$ cat src/rtl/wsdf_pkg.sv
// ----------------------------------------------------------------------------
// WebSocket deframer package
// Phase codes, result kinds, parser state and result records.
// ----------------------------------------------------------------------------
package wsdf_pkg;

  localparam int unsigned      MAX_W          = 31;
  localparam logic [MAX_W-1:0] MAX_BYTES_RST  = 31'd65518;
  localparam logic [3:0]       OP_CLOSE       = 4'h8;
  localparam logic [6:0]       LEN7_EXT16     = 7'd126;
  localparam logic [6:0]       LEN7_EXT64     = 7'd127;

  localparam logic [1:0] KIND_DATA    = 2'd0;
  localparam logic [1:0] KIND_START   = 2'd1;
  localparam logic [1:0] KIND_CLOSE   = 2'd2;
  localparam logic [1:0] KIND_ILLEGAL = 2'd3;

  typedef enum logic [6:0] {
    PH_HDR0  = 7'b0000001,
    PH_HDR1  = 7'b0000010,
    PH_EXT16 = 7'b0000100,
    PH_EXT64 = 7'b0001000,
    PH_KEY   = 7'b0010000,
    PH_LEN   = 7'b0100000,
    PH_DATA  = 7'b1000000
  } phase_t;

  typedef struct packed {
    phase_t           phase;
    logic             cur_fin;
    logic [3:0]       cur_opcode;
    logic             masked;
    logic [31:0]      mask_key;
    logic [2:0]       byte_count;
    logic [1:0]       key_position;
    logic [31:0]      length_accum;
    logic [MAX_W-1:0] remaining;
    logic             stopped;
  } state_t;

  typedef struct packed {
    logic [1:0]       kind;
    logic [7:0]       data_byte;
    logic [7:0]       key_byte;
    logic [MAX_W-1:0] packet_length;
    logic             is_last;
    logic             fin_bit;
    logic [3:0]       frame_opcode;
  } result_t;

endpackage

$ cat src/rtl/websocket_frame_deframer_core.sv
// ----------------------------------------------------------------------------
// WebSocket frame deframer core
// Receive-side frame header parser with inner length check; data bytes leave with their mask key byte.
// ----------------------------------------------------------------------------
// One received byte is taken per item and the block sustains one item per
// clock while out_ready does not stall it. Each byte passes through an input
// register, one parser step and a result register. Key bytes give no result,
// header and extension bytes give one only for a close frame, and only the
// last inner length byte gives one. A close frame or an illegal inner length
// gives one result and then the block drops every further byte until reset.
module websocket_frame_deframer_core (
  input  logic                       clk,
  input  logic                       rst_n,
  input  logic                       in_valid,
  output logic                       in_ready,
  input  logic [7:0]                 in_rx_byte,
  output logic                       out_valid,
  input  logic                       out_ready,
  output logic [1:0]                 out_kind,
  output logic [7:0]                 out_data_byte,
  output logic [7:0]                 out_key_byte,
  output logic [wsdf_pkg::MAX_W-1:0] out_packet_length,
  output logic                       out_is_last,
  output logic                       out_fin_bit,
  output logic [3:0]                 out_frame_opcode,
  input  logic                       cfg_wr_en,
  input  logic [wsdf_pkg::MAX_W-1:0] cfg_wr_data
);

  logic                       in_valid_r;
  logic [7:0]                 in_byte_r;
  logic                       out_valid_r;
  wsdf_pkg::result_t          out_res_r;
  wsdf_pkg::state_t           st_r;
  wsdf_pkg::state_t           st_nxt;
  wsdf_pkg::result_t          res;
  logic                       res_valid;
  logic [wsdf_pkg::MAX_W-1:0] max_bytes_r;
  logic                       advance;

  assign advance  = in_valid_r && (!out_valid_r || out_ready);
  assign in_ready = !in_valid_r || advance;

  wsdf_parser u_parser (
    .st        (st_r),
    .rx_byte   (in_byte_r),
    .max_bytes (max_bytes_r),
    .st_nxt    (st_nxt),
    .res_valid (res_valid),
    .res       (res)
  );

  always_ff @(posedge clk) begin
    if (!rst_n) begin
      max_bytes_r <= wsdf_pkg::MAX_BYTES_RST;
    end else if (cfg_wr_en) begin
      max_bytes_r <= cfg_wr_data;
    end
  end

  always_ff @(posedge clk) begin
    if (!rst_n) begin
      in_valid_r <= 1'b0;
    end else if (in_ready) begin
      in_valid_r <= in_valid;
    end
  end

  always_ff @(posedge clk) begin
    if (in_valid && in_ready) begin
      in_byte_r <= in_rx_byte;
    end
  end

  always_ff @(posedge clk) begin
    if (!rst_n) begin
      st_r <= '{phase: wsdf_pkg::PH_HDR0, cur_fin: 1'b0, cur_opcode: 4'h0, masked: 1'b0,
                mask_key: 32'h0, byte_count: 3'd0, key_position: 2'd0,
                length_accum: 32'h0, remaining: '0, stopped: 1'b0};
    end else if (advance) begin
      st_r <= st_nxt;
    end
  end

  always_ff @(posedge clk) begin
    if (!rst_n) begin
      out_valid_r <= 1'b0;
    end else if (advance) begin
      out_valid_r <= res_valid;
    end else if (out_ready) begin
      out_valid_r <= 1'b0;
    end
  end

  always_ff @(posedge clk) begin
    if (advance && res_valid) begin
      out_res_r <= res;
    end
  end

  assign out_valid         = out_valid_r;
  assign out_kind          = out_res_r.kind;
  assign out_data_byte     = out_res_r.data_byte;
  assign out_key_byte      = out_res_r.key_byte;
  assign out_packet_length = out_res_r.packet_length;
  assign out_is_last       = out_res_r.is_last;
  assign out_fin_bit       = out_res_r.fin_bit;
  assign out_frame_opcode  = out_res_r.frame_opcode;

endmodule

$ cat src/rtl/wsdf_parser.sv
// ----------------------------------------------------------------------------
// WebSocket deframer parser step
// Next parser state and optional result for one received byte.
// ----------------------------------------------------------------------------
module wsdf_parser (
  input  wsdf_pkg::state_t              st,
  input  logic [7:0]                    rx_byte,
  input  logic [wsdf_pkg::MAX_W-1:0]    max_bytes,
  output wsdf_pkg::state_t              st_nxt,
  output logic                          res_valid,
  output wsdf_pkg::result_t             res
);

  logic       hdr_done;
  logic [7:0] key_cur;
  logic [7:0] len_byte;
  logic [4:0] bc_sel;
  logic       len_bad;

  assign key_cur  = st.masked ? st.mask_key[{st.key_position, 3'b000} +: 8] : 8'h00;
  assign len_byte = rx_byte ^ key_cur;
  assign bc_sel   = {st.byte_count[1:0], 3'b000};

  always_comb begin
    st_nxt    = st;
    res_valid = 1'b0;
    res       = '0;
    hdr_done  = 1'b0;
    len_bad   = 1'b0;
    if (!st.stopped) begin
      case (st.phase)
        wsdf_pkg::PH_HDR0: begin
          st_nxt.cur_fin    = rx_byte[7];
          st_nxt.cur_opcode = rx_byte[3:0];
          st_nxt.masked     = 1'b0;
          st_nxt.mask_key   = 32'h0;
          st_nxt.phase      = wsdf_pkg::PH_HDR1;
        end
        wsdf_pkg::PH_HDR1: begin
          st_nxt.masked     = rx_byte[7];
          st_nxt.byte_count = 3'd0;
          if (rx_byte[6:0] == wsdf_pkg::LEN7_EXT16) begin
            st_nxt.phase = wsdf_pkg::PH_EXT16;
          end else if (rx_byte[6:0] == wsdf_pkg::LEN7_EXT64) begin
            st_nxt.phase = wsdf_pkg::PH_EXT64;
          end else begin
            hdr_done = 1'b1;
          end
        end
        wsdf_pkg::PH_EXT16: begin
          if (st.byte_count >= 3'd1) begin
            hdr_done = 1'b1;
          end else begin
            st_nxt.byte_count = st.byte_count + 3'd1;
          end
        end
        wsdf_pkg::PH_EXT64: begin
          if (st.byte_count >= 3'd7) begin
            hdr_done = 1'b1;
          end else begin
            st_nxt.byte_count = st.byte_count + 3'd1;
          end
        end
        wsdf_pkg::PH_KEY: begin
          st_nxt.mask_key[bc_sel +: 8] = st.mask_key[bc_sel +: 8] | rx_byte;
          if (st.byte_count >= 3'd3) begin
            st_nxt.byte_count = 3'd0;
            st_nxt.phase      = wsdf_pkg::PH_LEN;
          end else begin
            st_nxt.byte_count = st.byte_count + 3'd1;
          end
        end
        wsdf_pkg::PH_LEN: begin
          st_nxt.length_accum[bc_sel +: 8] = st.length_accum[bc_sel +: 8] | len_byte;
          st_nxt.key_position = st.key_position + 2'd1;
          if (st.byte_count < 3'd3) begin
            st_nxt.byte_count = st.byte_count + 3'd1;
          end else begin
            st_nxt.byte_count = 3'd0;
            // negative, empty or oversized inner length stops the block
            len_bad = st_nxt.length_accum[31] || (st_nxt.length_accum == 32'h0) ||
                      (st_nxt.length_accum[wsdf_pkg::MAX_W-1:0] > max_bytes);
            res_valid = 1'b1;
            if (len_bad) begin
              st_nxt.stopped = 1'b1;
              res.kind       = wsdf_pkg::KIND_ILLEGAL;
            end else begin
              st_nxt.remaining  = st_nxt.length_accum[wsdf_pkg::MAX_W-1:0];
              st_nxt.phase      = wsdf_pkg::PH_DATA;
              res.kind          = wsdf_pkg::KIND_START;
              res.packet_length = st_nxt.length_accum[wsdf_pkg::MAX_W-1:0];
            end
          end
        end
        wsdf_pkg::PH_DATA: begin
          st_nxt.key_position = st.key_position + 2'd1;
          st_nxt.remaining    = st.remaining - 31'd1;
          res_valid           = 1'b1;
          res.kind            = wsdf_pkg::KIND_DATA;
          res.data_byte       = rx_byte;
          res.key_byte        = key_cur;
          if (st_nxt.remaining == '0) begin
            res.is_last  = 1'b1;
            st_nxt.phase = wsdf_pkg::PH_HDR0;
          end
        end
        default: begin
          st_nxt.phase = wsdf_pkg::PH_HDR0;
        end
      endcase

      if (hdr_done) begin
        st_nxt.byte_count   = 3'd0;
        st_nxt.key_position = 2'd0;
        st_nxt.length_accum = 32'h0;
        if (st_nxt.cur_opcode == wsdf_pkg::OP_CLOSE) begin
          st_nxt.stopped = 1'b1;
          res_valid      = 1'b1;
          res.kind       = wsdf_pkg::KIND_CLOSE;
        end else begin
          st_nxt.phase = st_nxt.masked ? wsdf_pkg::PH_KEY : wsdf_pkg::PH_LEN;
        end
      end
    end
    res.fin_bit      = st_nxt.cur_fin;
    res.frame_opcode = st_nxt.cur_opcode;
  end

endmodule

$ cat config.mk
export PLATFORM = sky130hd
export DESIGN_NAME = websocket_frame_deframer_core
export DESIGN_NICKNAME = d
export VERILOG_FILES = /design/src/rtl/wsdf_pkg.sv /design/src/rtl/websocket_frame_deframer_core.sv /design/src/rtl/wsdf_parser.sv
export SDC_FILE = /design/constraint.sdc
export NUM_CORES = 1
export LEC_CHECK = 0
export BUFFER_PORTS_ARGS = -buffer_cell sky130_fd_sc_hd__buf_2
export CORE_MARGIN = 4
export CORE_UTILIZATION = 50
export CTS_CLUSTER_DIAMETER = 30
export CTS_CLUSTER_SIZE = 40
export DETAILED_ROUTE_END_ITERATION = 7
export GPL_ROUTABILITY_DRIVEN = 0
export GPL_TIMING_DRIVEN = 0
export PLACE_DENSITY = 0.69
export SYNTH_ARGS = -nofsm -noshare
export SYNTH_HDL_FRONTEND = slang
export SYNTH_SLANG_ARGS = --single-unit
$ cat constraint.sdc
create_clock -name clk -period 6.5 [get_ports clk]
set_clock_uncertainty 0.05 [all_clocks]
set_input_delay 0.325 -clock clk [delete_from_list [all_inputs] [get_ports clk]]
set_output_delay 0.325 -clock clk [all_outputs]
set_load 0.05 [all_outputs]
Word-level counts from Yosys, hierarchy flattened:

Index checks and enable logic that the tools add are counted.

* reduce and logical (&&, ||, !) cells: 27
* multipliers: 0
* shift operators: 6
* div/mod/pow operators: 0
* bitwise operators: 6
* eq/ne operators: 14
* multiplexer cells: 53
* $add $sub $neg: 4
* order comparisons: 5

Operators by type and width (count)
* 107-bit two-way mux: 1
* 32-bit by 6-bit indexed part select with 8-bit output: 3
* 32-bit bitwise mux: 2
* 32-bit two-way mux: 2
* 32-bit case mux with 2 select lines: 1
* 8-bit by 7-bit indexed part select with 32-bit output: 2
* 31-bit case mux with 2 select lines: 1
* 7-bit two-way mux: 8
* 7-bit case mux with 6 select lines: 1
* 37-bit two-way mux: 1
* 32-bit logical NOT: 1
* 8-bit by 7-bit variable shift with 32-bit output, first input constant: 1
* 31-bit > comparator: 1
* 31-bit logical NOT: 1
* 31-bit two-way mux: 1
* 31-bit by 1-bit subtractor with 31-bit output, second input constant: 1
* 7-bit == test, second input constant: 3
* 1-bit two-way mux: 17
* 8-bit bitwise OR: 2
* 3-bit case mux with 5 select lines: 1
* 2-bit two-way mux: 6
* 3-bit two-way mux: 4
* 5-bit two-way mux: 2
* 5-bit AND reduction: 2
* other kinds (31): 50

* input bits: 44
* memories: 0
* memory bits (read-only): 0
* output and inout port bits: 57
* RAM bits: 0
* latch bits: 0
* word-level logic and storage cells: 136
* register bits after elaboration: 210

Logic depth before layout (Yosys ltp):

Gate-level depths: netlist of the first run.

* word-level depth: 15
* depth in mapped cells: 22
* gate-level depth less buffers: 17

Modules after synthesis:

Synthesis of the first run repeated with hierarchy kept, for this count alone.

* cell total of the unflattened synthesis: 1570
* area, all modules: 13395.3 um^2

By module, submodules not included
* websocket_frame_deframer_core: seq. area each 4834.6 um^2, area an instance 7653.6 um^2, times used 1, cells an instance 671
* wsdf_parser: seq. area each 0.0 um^2, area an instance 5741.8 um^2, times used 1, cells an instance 899

Least setup slack after synthesis of the first run:

No wires, ideal clock.

* path kind: reg2reg
* start: register st_r[108] (netlist bit)
* end: register out_res_r (netlist bit out_data_byte[0]), enable pin
* required time: 5981 ps
* stages on the path, launching flop included: 10
* arrival time: 4288 ps
* buffers on the path: 1
* setup slack: 1693 ps
* library setup time: 469 ps
* period minus slack after synthesis: 4807 ps
* cell sequence: dfxtp_1 -> clkbuf_1 -> or3_1 -> nor3_1 -> nand3b_1 -> nor4_1 -> a21oi_1 -> nor3_1 -> nor3_1 -> nor2_1

* longest elaborated chain between the ends: 8
* elaborated cells on any way between the ends: 16
* those cells by class: eq/ne: 7; mux: 8; reduce/logical: 1

Ends and longest elaborated chain
* start: declaration: line websocket_frame_deframer_core.sv:34 `wsdf_pkg::state_t st_r;`
* start signal: assignment: line websocket_frame_deframer_core.sv:77 `st_r <= '{phase: wsdf_pkg::PH_HDR0, cur_fin: 1'b0, cur_opcode: 4'h0, masked: 1'b0,`
* start signal: assignment: line websocket_frame_deframer_core.sv:81 `st_r <= st_nxt;`
* 7-bit by 1-bit == test with 1-bit output: line wsdf_parser.sv:31 `case (st.phase)`
* 5-bit two-way mux: line wsdf_parser.sv:31
* 5-bit two-way mux: line wsdf_parser.sv:30 `if (!st.stopped) begin`
* 4-bit == test: line wsdf_parser.sv:116 `if (st_nxt.cur_opcode == wsdf_pkg::OP_CLOSE) begin`
* 1-bit two-way mux: line wsdf_parser.sv:116
* 1-bit two-way mux (*): line wsdf_parser.sv:112 `if (hdr_done) begin`
* 1-bit two-way mux (*): line wsdf_parser.sv:30
* 1-bit logical AND (*): line websocket_frame_deframer_core.sv:96 `if (advance && res_valid) begin`
* end signal: assignment: line websocket_frame_deframer_core.sv:97 `out_res_r <= res;`
* end: declaration: line websocket_frame_deframer_core.sv:33 `wsdf_pkg::result_t out_res_r;`

Mark *: on every way between the ends. The rest lies on a longest branch, timed or not. The select of a mux whose other input is x is not followed.
A chain may end at the register's enable or synchronous reset.

Final worst setup path of the first run:

* start: register st_r[66] (netlist bit)
* end: register st_r[26] (netlist bit)

* longest elaborated chain between the ends: 9
* elaborated cells on any way between the ends: 17
* those cells by class: add/sub: 1; order compare: 2; eq/ne: 2; shift: 3; mux: 4; bitwise: 1; reduce/logical: 4

Ends and longest elaborated chain
* branches (longest 9 deep; another with 31-bit > comparator)

Several ways; the timed one is not identified. The select of a mux whose other input is x is not followed.

==> results of run 1 <==
-- worst max-delay path: stages (launching register included) --
cell	delay (ns)
dfxtp_1	0.45
buf_6	0.22
buf_2	0.28
inv_1	0.14
ha_1	0.44
nor4bb_1	0.09
clkbuf_1	0.28
a21oi_1	0.75
inv_1	0.23
ha_1	0.37
a21oi_1	0.14
o21ai_0	0.10
a221oi_1	0.44
a32o_1	0.24
o311ai_0	0.14
a21oi_1	0.42
o2111ai_2	0.41
nand2_1	0.22
clkbuf_1	0.43
o22ai_1	0.17
-- layout by cell type, fill, tap and decap left out, drive strengths merged, types with 12 or more instances in the layout --
cell type,count
clkbuf,121
inv,77
nand2b,16
a21oi,93
o21ai,35
xnor2,12
mux2i,56
xor2,12
ha,41
nor4,17
nand4,13
dfxtp,147
o211ai,17
nand2,109
or2,14
buf,118
a22oi,34
clkinv,14
edfxtp,63
nor2b,120
mux4,16
dlygate4sd3,25
o22ai,26
nor3,55
and2,15
nor2,81
-- per-layer routing --
layer  part of all wire [%]  track usage (%)
met5                      0                0
met2                     45            43.35
met1                     42            36.51
met3                    8.6            5.049
met4                    4.7            13.30
-- where the power goes --
group / switching, µW / internal, µW
Sequential: 18.3 / 1370
Clock: 731 / 1510
Combinational: 134 / 85.6
-- sequential cells by signal (all words and copies together), names as in the netlist --
name,count
in_byte_r,8
max_bytes_r,31
out_fin_bit,1
out_is_last,1
out_data_byte,8
st_r,114
out_kind,2
in_valid_r,1
out_valid,1
out_frame_opcode,4
out_packet_length,31
out_key_byte,8
-- cell families (layout without fill, tap and decap cells) --
logic type      after synthesis  in the layout  synth area share, %
fa+ha+maj                    41             41                4.340
simple gates                509            509                23.83
compound gates              270            270                15.27
flops                       210            210                40.91
xor+xnor                     24             24                1.906
buf+inv                     151            361                5.484
mux                          77             77                8.268
-- what timing repair did --
item | in CTS | in global routing
hold buffers | 25 | 0
resized for setup | 0 | 5
buffers inserted | 0 | 0
endpoints found under the setup margin | 0 | 61
hold endpoints to repair | 25 | 0
-- worst paths after layout --
kind                       start  depth (start not counted)  slack [ns]        endpoint
hold / removal    cfg_wr_data[4]                          3       0.006  max_bytes_r[4]
hold reg to reg        st_r[106]                          2        0.41       st_r[106]
setup / recovery        st_r[66]                         19        0.35        st_r[26]
setup reg to reg        st_r[66]                         19        0.35        st_r[26]
-- through the flow --
step	total power, µW	cell area [µm²]
CTS	3863	14500
finish	3847	14520
global route	3964	14520
global placement	1611	12710
detailed placement	1614	12730
floorplan	1541	11820
-- cell type report --
type                    count  area (µm²)  area share [%]
repair buffers            125       765.7           5.274
inverters                  73       274.0           1.887
well taps                 313       391.6           2.698
plain buffers              78       376.6           2.594
clock inverters            24       231.5           1.594
flip-flops and latches    210        4835           33.30
clock buffers              61        1289           8.877
multi-input cells         921        6355           43.77
==> impl_metrics.env, run 1 <==
export IMPL_num_vias=10480
export IMPL_via_per_inst=5.808
export IMPL_clock_sinks=210
export IMPL_numCtsBuffers=46
export IMPL_ant_nets=0
export IMPL_critical_path_class="reg -> reg"
export IMPL_ys_flop_type="dfxtp_1"
export IMPL_grt_max_degree=32
export IMPL_nets=1540
export IMPL_drive_above_1_share_pct=18.43
export IMPL_fin_cells=1805
export IMPL_setup_tns_final_ns=0
export IMPL_cp_max_fo=10
export IMPL_synth_most_common_cell="dfxtp_1"
export IMPL_synth_seq_area_share_pct=40.91
export IMPL_worst_pin_slew_ns=0.9074
export IMPL_worstPathRequired_ns=6.84
export IMPL_port_buffers=99
export IMPL_hold_class="in -> reg"
export IMPL_start_kind="flip-flop"
export IMPL_first_pass_iters=5
export IMPL_final_core_util_pct=63.35
export IMPL_outcome="finished, final reports clean"
export IMPL_dp_slack_ns=0.09476
export IMPL_timing_fmax_mhz=162.6
export IMPL_cts_tree="done"
export IMPL_ir_drop_mv=0.1883
export IMPL_yosys_top_cells_count="147 x dfxtp_1, 120 x nor2b_1, 109 x nand2_1, 81 x nor2_1, 75 x a21oi_1"
export IMPL_rows=55
export IMPL_wirelength_mm=36.63
export IMPL_netlist_area_um2=11820
export IMPL_synthDistinctLibCells=81
export IMPL_yosysWarnings=0
export IMPL_htree_levels=2
export IMPL_boundaryPins=101
export IMPL_overflow=0
export IMPL_grt_first_pass_wirelength_mm=56.77
export IMPL_clk_latency_ns=0.53
export IMPL_synth_largest_area_cell="dfxtp_1"
export IMPL_syn_to_final_growth_pct=22.84
export IMPL_ys_top_cells_by_area="dfxtp_1 25%, edfxtp_1 16%, nor2b_1 6.4%"
export IMPL_die_width_um=161.7
export IMPL_critPathCaptureType="flip-flop"
export IMPL_antenna_cells=0
export IMPL_fin_ws_ns=0.3511
export IMPL_drtIter0Drc=865
export IMPL_syn_num_nets=1367
export IMPL_grtUsageTotal_pct=27.44
export IMPL_dp_cells=1695
export IMPL_p_leak_uw=0.005979
export IMPL_coreArea_um2=22920
export IMPL_dieArea_um2=26160
export IMPL_antenna_found_initial=0
export IMPL_holdWs_ns=0.006252
export IMPL_hold_viol=0
export IMPL_layout_min_cycle_time_ns=6.149
export IMPL_synth_edff_count=63
export IMPL_grt_pass1_vias=10130
export IMPL_yosysTopAreaCellShare_pct=24.90
export IMPL_fill_cells=1881
export IMPL_p_per_area_nw_per_um2=265.0
export IMPL_period_share_pct=94.60
export IMPL_slew_headroom_pct=39.37
export IMPL_initial_utilization_pct=51.58
export IMPL_arrival_ns=6.49
export IMPL_ys_ff_latch=210
export IMPL_syn_inst=1282
export IMPL_synthArstFlopShare_pct=0
export IMPL_clkTransAtPathRegs_ns=0.05
export IMPL_root_buffer="clkbuf_16"
export IMPL_wl_per_cell_um=20.29
export IMPL_drv_slew=0
export IMPL_max_cap_violations=0
export IMPL_clock_path_buffers=3
export IMPL_dieHeight_um=161.7
export IMPL_finalSetupViolations=0
export IMPL_drc=0
export IMPL_rsz0062_at_grt="false"
export IMPL_syn_mean_instance_area_um2=9.219
export IMPL_hpwl_mm=25.66
Power figures use the tool's default switching activity.
==> run 2, diff against run 1 <==
--- a/config.mk
+++ b/config.mk
@@ -5,15 +5,13 @@
 export SDC_FILE = /design/constraint.sdc
 export NUM_CORES = 1
 export LEC_CHECK = 0
-export BUFFER_PORTS_ARGS = -buffer_cell sky130_fd_sc_hd__buf_2
 export CORE_MARGIN = 4
 export CORE_UTILIZATION = 50
 export CTS_CLUSTER_DIAMETER = 30
-export CTS_CLUSTER_SIZE = 40
 export DETAILED_ROUTE_END_ITERATION = 7
+export DONT_BUFFER_PORTS = 1
 export GPL_ROUTABILITY_DRIVEN = 0
 export GPL_TIMING_DRIVEN = 0
-export PLACE_DENSITY = 0.69
 export SYNTH_ARGS = -nofsm -noshare
 export SYNTH_HDL_FRONTEND = slang
 export SYNTH_SLANG_ARGS = --single-unit
==> constraint.sdc (replaced) <==
create_clock -name clk -period 7.3 [get_ports clk]
set_clock_uncertainty 0.05 [all_clocks]
set_input_delay 0.365 -clock clk [delete_from_list [all_inputs] [get_ports clk]]
set_output_delay 0.365 -clock clk [all_outputs]
set_load 0.05 [all_outputs]
==> run 2 against run 1 <==
Effect of this change:
- routed wire length is 2.3% higher
- clock-buffer cell count is 3 lower
- first-iteration DRC count is 2.3% lower
- worst hold slack better by 0.0014 ns
- global-route usage is 0.92 points higher
- clock power is 12% lower
- core utilization is 1.6 points lower
- critical path depth stayed put
- critical endpoint is now st_r[17]
- largest power group unchanged
==> impl_metrics.env, run 2 (synthesis gave the netlist of run 1 again) <==
export IMPL_largest_reg_flops=114
export IMPL_htree_levels=2
export IMPL_num_vias=10180
export IMPL_initial_utilization_pct=51.58
export IMPL_top_register="st_r"
export IMPL_max_cap_violations=0
export IMPL_cp_max_fo=10
export IMPL_coreArea_um2=22920
export IMPL_slew_headroom_pct=8.523
export IMPL_wl_per_cell_um=21.80
export IMPL_layout_common_cells="147 x dfxtp_1, 120 x nor2b_1, 109 x nand2_1"
export IMPL_ir_drop_mv=0.1773
export IMPL_outcome="finished, final reports clean"
export IMPL_antenna_found_initial=0
export IMPL_drc=0
export IMPL_drive_above_1_share_pct=12.38
export IMPL_hold_viol=0
export IMPL_finalSetupViolations=0
export IMPL_overflow=0
export IMPL_grt_pass1_vias=9882
export IMPL_boundaryPins=101
export IMPL_grt_max_degree=33
export IMPL_hold_class="in -> reg"
export IMPL_fin_ws_ns=0.3325
export IMPL_drtIter0Drc=845
export IMPL_nets=1456
export IMPL_rsz0062_at_grt="false"
export IMPL_layout_cells_most_common="dfxtp_1"
export IMPL_ant_nets=0
export IMPL_clk_latency_ns=0.53
export IMPL_p_per_area_nw_per_um2=240.3
export IMPL_dieArea_um2=26160
export IMPL_numCtsBuffers=46
export IMPL_fill_cells=2003
export IMPL_max_stage_delay_ns=1.06
export IMPL_first_pass_iters=5
export IMPL_clock_sinks=210
export IMPL_syn_to_final_growth_pct=19.64
export IMPL_slowest_stage="a221oi_1"
export IMPL_port_buffers=0
export IMPL_final_core_util_pct=61.70
export IMPL_hpwl_mm=26.36
export IMPL_critical_path_class="reg -> reg"
export IMPL_setup_tns_final_ns=0
export IMPL_cts_tree="done"
export IMPL_wirelength_mm=37.48
export IMPL_root_buffer="clkbuf_16"
export IMPL_arrival_ns=7.30
export IMPL_timing_fmax_mhz=143.5
export IMPL_dieHeight_um=161.7
export IMPL_period_share_pct=95.45
export IMPL_start_kind="flip-flop"
export IMPL_critPathCaptureType="flip-flop"
export IMPL_grtUsageTotal_pct=28.36
export IMPL_cp_cell_sequence="buf_1 > inv_1 > ha_1 > nor4bb_1 > clkbuf_1 > nand2b_1 > mux2i_1 > a221oi_1 > inv_1 > ha_1 > and4_1 > a221oi_1 > a32o_1 > o311ai_0 > a21oi_1 > o2111ai_2 > nand2_1 > clkbuf_1 > o22ai_1"
export IMPL_dp_slack_ns=0.3271
export IMPL_rows=55
export IMPL_layout_min_cycle_time_ns=6.968
export IMPL_worstPathRequired_ns=7.63
export IMPL_worst_pin_slew_ns=1.372
export IMPL_drv_slew=0
export IMPL_clock_path_buffers=3
export IMPL_antenna_cells=0
export IMPL_die_width_um=161.7
export IMPL_p_leak_uw=0.005553
export IMPL_grt_first_pass_wirelength_mm=58.02
export IMPL_via_per_inst=5.921
export IMPL_clkTransAtPathRegs_ns=0.05
run 2: cell count changes in the layout (fill, tap and decap cells not counted), moves of 3 or more:
cell           change
buf_2             -99
clkbuf_16          +3
clkbuf_8           -5
dlygate4sd3_1     +15
inv_6              +4
run 2: worst paths after layout:
kind	startpoint	endpoint	slack, ns	depth (start not counted)
max	st_r[67]	st_r[17]	0.33	19
min	cfg_wr_data[26]	max_bytes_r[26]	0.008	2
max reg2reg	st_r[67]	st_r[17]	0.33	19
min reg2reg	st_r[65]	st_r[65]	0.42	1
run 2: timing repair:
item / 4_1_cts / 5_1_grt
endpoints found under the setup margin: 0 / 10
gates resized for setup: 0 / 1
setup buffers: 0 / 0
endpoints found under the hold margin: 40 / 0
hold buffers: 40 / 0
run 2: worst max-delay path, delay by kind of cell (launching register included):
family                     cells  cell delay, ns
AOI/OAI and AO/OA              7            3.01
adders and majority gates      2            0.83
buffers and inverters          5            1.69
DFF                            1            0.51
muxes                          1            0.07
and+or+nand+nor                4            0.64
run 2: final cells by class:
class	count	area (µm²)	share of cell area [%]
multi-input combinational	921	6349	44.90
clock buffer	58	1291	9.132
clock inverter	25	205.2	1.451
timing repair buffer	41	420.4	2.973
inverter	73	274.0	1.938
buffer	78	374.1	2.646
tap	313	391.6	2.770
sequential	210	4835	34.19
run 2: through the flow:
stage	area [µm²]	total power, µW	hold WS (ns)	instances
floorplan	11820	1372	0.3910	1282
global placement	12210	1426	0.4015	1595
detailed placement	12240	1427	0.4139	1596
CTS	14130	3415	0.006655	1719
global route	14140	3505	0.02363	1719
finish	14140	3397	0.007682	1719
run 2: power breakdown:
group / leakage, µW / internal (µW) / switching, µW
logic: 0.00292 / 73.9 / 118
registers: 0.00190 / 1220 / 16.3
clock network: 0.000736 / 1290 / 675
run 2: metal layers:
metal,global-route usage [%],part of all wire (%),vias up
met4,11.11,3.9,0
met3,8.297,10,90
met1,37.63,42,4793
li1,-,-,4812
met2,43.92,44,483
met5,0,0,-
==> run 3, diff against run 2 <==
--- a/config.mk
+++ b/config.mk
@@ -5,6 +5,7 @@
 export SDC_FILE = /design/constraint.sdc
 export NUM_CORES = 1
 export LEC_CHECK = 0
+export CORE_ASPECT_RATIO = 0.8
 export CORE_MARGIN = 4
 export CORE_UTILIZATION = 50
 export CTS_CLUSTER_DIAMETER = 30
==> run 3 against run 2 <==
Effect of this change:
- worst setup slack got worse by 0.12 ns
- first-iteration DRC count increased by 19%
- sequential power about the same
- final area decreased by 0.26%
- sequential cell count unchanged
- cell count decreased by 0.29%
- register-to-register slack got worse by 0.12 ns
- routed wire length increased by 0.18%
- core utilization decreased by 1.3 points
- global-route usage decreased by 0.44 points
- total power decreased by 1.6%
==> impl_metrics.env, run 3 (synthesis gave the netlist of run 1 again) <==
export IMPL_outcome="finished, final reports clean"
export IMPL_nets=1454
export IMPL_arrival_ns=7.41
export IMPL_antenna_found_initial=0
export IMPL_reg2reg_from="st_r[67]"
export IMPL_max_stage_delay_ns=1.11
export IMPL_worstPathRequired_ns=7.63
export IMPL_port_buffers=0
export IMPL_p_leak_uw=0.005509
export IMPL_r2r_setup_slack_ns=0.22
export IMPL_syn_to_final_growth_pct=19.33
export IMPL_drv_slew=0
export IMPL_dieArea_um2=26180
export IMPL_first_pass_iters=5
export IMPL_layout_cells_most_common="dfxtp_1"
export IMPL_max_cap_violations=0
export IMPL_drt_met1_wl_mm=17.61
export IMPL_rows=50
export IMPL_critPathCaptureType="flip-flop"
export IMPL_antenna_cells=0
export IMPL_fin_ws_ns=0.2170
export IMPL_finalSetupViolations=0
export IMPL_clkTransAtPathRegs_ns=0.05
export IMPL_cts_tree="done"
export IMPL_slew_headroom_pct=3.806
export IMPL_top_layer_used="met4"
export IMPL_setup_tns_final_ns=0
export IMPL_ir_drop_mv=0.1761
export IMPL_wl_met2_mm=15.72
export IMPL_htree_levels=2
export IMPL_drc=0
export IMPL_worst_pin_slew_ns=1.434
export IMPL_grt_pass1_vias=9829
export IMPL_hpwl_mm=26.67
export IMPL_crit_path_start="st_r[67]"
export IMPL_layout_common_cells="147 x dfxtp_1, 120 x nor2b_1, 109 x nand2_1"
export IMPL_cp_cell_sequence="buf_1 > inv_1 > ha_1 > nor4bb_1 > clkbuf_1 > nand2b_1 > mux2i_1 > a211oi_1 > inv_1 > ha_1 > a21oi_1 > o21ai_0 > a221oi_1 > a32o_1 > o311ai_0 > a21oi_1 > o2111ai_2 > nand2_1 > clkbuf_1 > o22ai_1"
export IMPL_num_vias=10230
export IMPL_boundaryPins=101
export IMPL_clk_latency_ns=0.54
export IMPL_root_buffer="clkbuf_16"
export IMPL_reg2regPathDepth=20
export IMPL_regToRegEndpoint="st_r[8]"
export IMPL_via_per_inst=5.968
export IMPL_grt_max_degree=22
export IMPL_initial_utilization_pct=50.65
export IMPL_slowest_stage="a211oi_1"
export IMPL_dieHeight_um=145.5
export IMPL_die_width_um=179.9
export IMPL_hold_viol=0
export IMPL_ant_nets=0
export IMPL_rsz0062_at_grt="false"
export IMPL_crit_path_end="st_r[8]"
export IMPL_coreArea_um2=23330
export IMPL_largest_reg_flops=114
export IMPL_clock_path_buffers=3
export IMPL_critical_path_class="reg -> reg"
export IMPL_cp_max_fo=10
export IMPL_hold_class="in -> reg"
export IMPL_timing_fmax_mhz=141.2
export IMPL_overflow=0
export IMPL_wirelength_mm=37.55
export IMPL_numCtsBuffers=42
export IMPL_layout_min_cycle_time_ns=7.083
export IMPL_grt_first_pass_wirelength_mm=58.00
export IMPL_dp_slack_ns=0.4963
export IMPL_p_per_area_nw_per_um2=237.1
export IMPL_grtUsageTotal_pct=27.92
export IMPL_wl_per_cell_um=21.91
export IMPL_wl_met3_mm=3.236
export IMPL_postCtsResizedCells=0
export IMPL_drtIter0Drc=1009
export IMPL_period_share_pct=97.03
export IMPL_clock_sinks=210
export IMPL_top_register="st_r"
export IMPL_drive_above_1_share_pct=11.98
export IMPL_start_kind="flip-flop"
run 3: cell count changes in the layout (fill, tap and decap cells not counted), sizes merged:
cell | before | now
dlygate4sd3 | 40 | 41
clkinvlp | 3 | 7
buf | 20 | 21
clkbuf | 117 | 108
bufinv | 1 | 4
clkinv | 13 | 10
inv | 81 | 80
run 3: area by class of cell:
| type | count | area, µm² |
|---|---|---|
| timing repair buffer | 43 | 465.4 |
| buffer | 78 | 374.1 |
| clock buffer | 49 | 1109 |
| tap | 312 | 390.4 |
| clock inverter | 28 | 312.8 |
| sequential | 210 | 4835 |
| multi-input combinational | 921 | 6344 |
| fill | 2060 | 9231 |
| inverter | 73 | 274.0 |
run 3: routing by layer:
| layer | global-route usage (%) | up-vias |
|---|---|---|
| met3 | 5.697 | 84 |
| met4 | 7.768 | 0 |
| met5 | 0 | - |
| met1 | 42.35 | 4933 |
| met2 | 40.38 | 417 |
| li1 | - | 4796 |
run 3: repair_timing:
action | in CTS | in global routing
hold buffers | 41 | 0
endpoints found under the hold margin | 41 | 0
setup buffers | 0 | 0
run 3: worst min-delay path by stage:
stage / from / endpoint / slack (ns) / depth (start not counted)
3_5_place_dp: in_rx_byte[4] / in_byte_r[4] / 0.41 / 0
5_1_grt: out_ready / out_valid / 0.07 / 2
4_1_cts: out_ready / out_valid / 0.03 / 2
3_3_place_gp: st_r[106] / st_r[106] / 0.41 / 2
6_report: out_ready / out_valid / 0.05 / 2
2_1_floorplan: st_r[106] / st_r[106] / 0.39 / 2
run 3: report_power, final:
| part | internal (µW) | leakage, µW | switching, µW |
|---|---|---|---|
| combinational | 74.3 | 0.00294 | 117 |
| clock | 1240 | 0.000674 | 672 |
| sequential | 1220 | 0.00190 | 17.3 |
| total | 2540 | 0.00551 | 807 |
run 3: worst max-delay path, delay by kind of cell, from the launching register on:
family / cells / cell delay (ns)
flops: 1 / 0.48
fa+ha+maj: 2 / 0.67
mux: 1 / 0.09
compound gates: 9 / 3.33
simple gates: 3 / 0.56
buf+inv: 5 / 1.76
run 3: through the flow:
step | cell area [µm²] | cells | hold WS (ns) | util, % | power, µW
6_report | 14100 | 1714 | 0.05218 | 60.44 | 3344
5_1_grt | 14100 | 1714 | 0.06670 | 60.44 | 3447
4_1_cts | 14100 | 1714 | 0.03247 | 60.44 | 3364
3_5_place_dp | 12270 | 1596 | 0.4139 | 52.59 | 1428
3_3_place_gp | 12210 | 1594 | 0.4050 | 52.32 | 1425
2_1_floorplan | 11820 | 1282 | 0.3910 | - | 1372
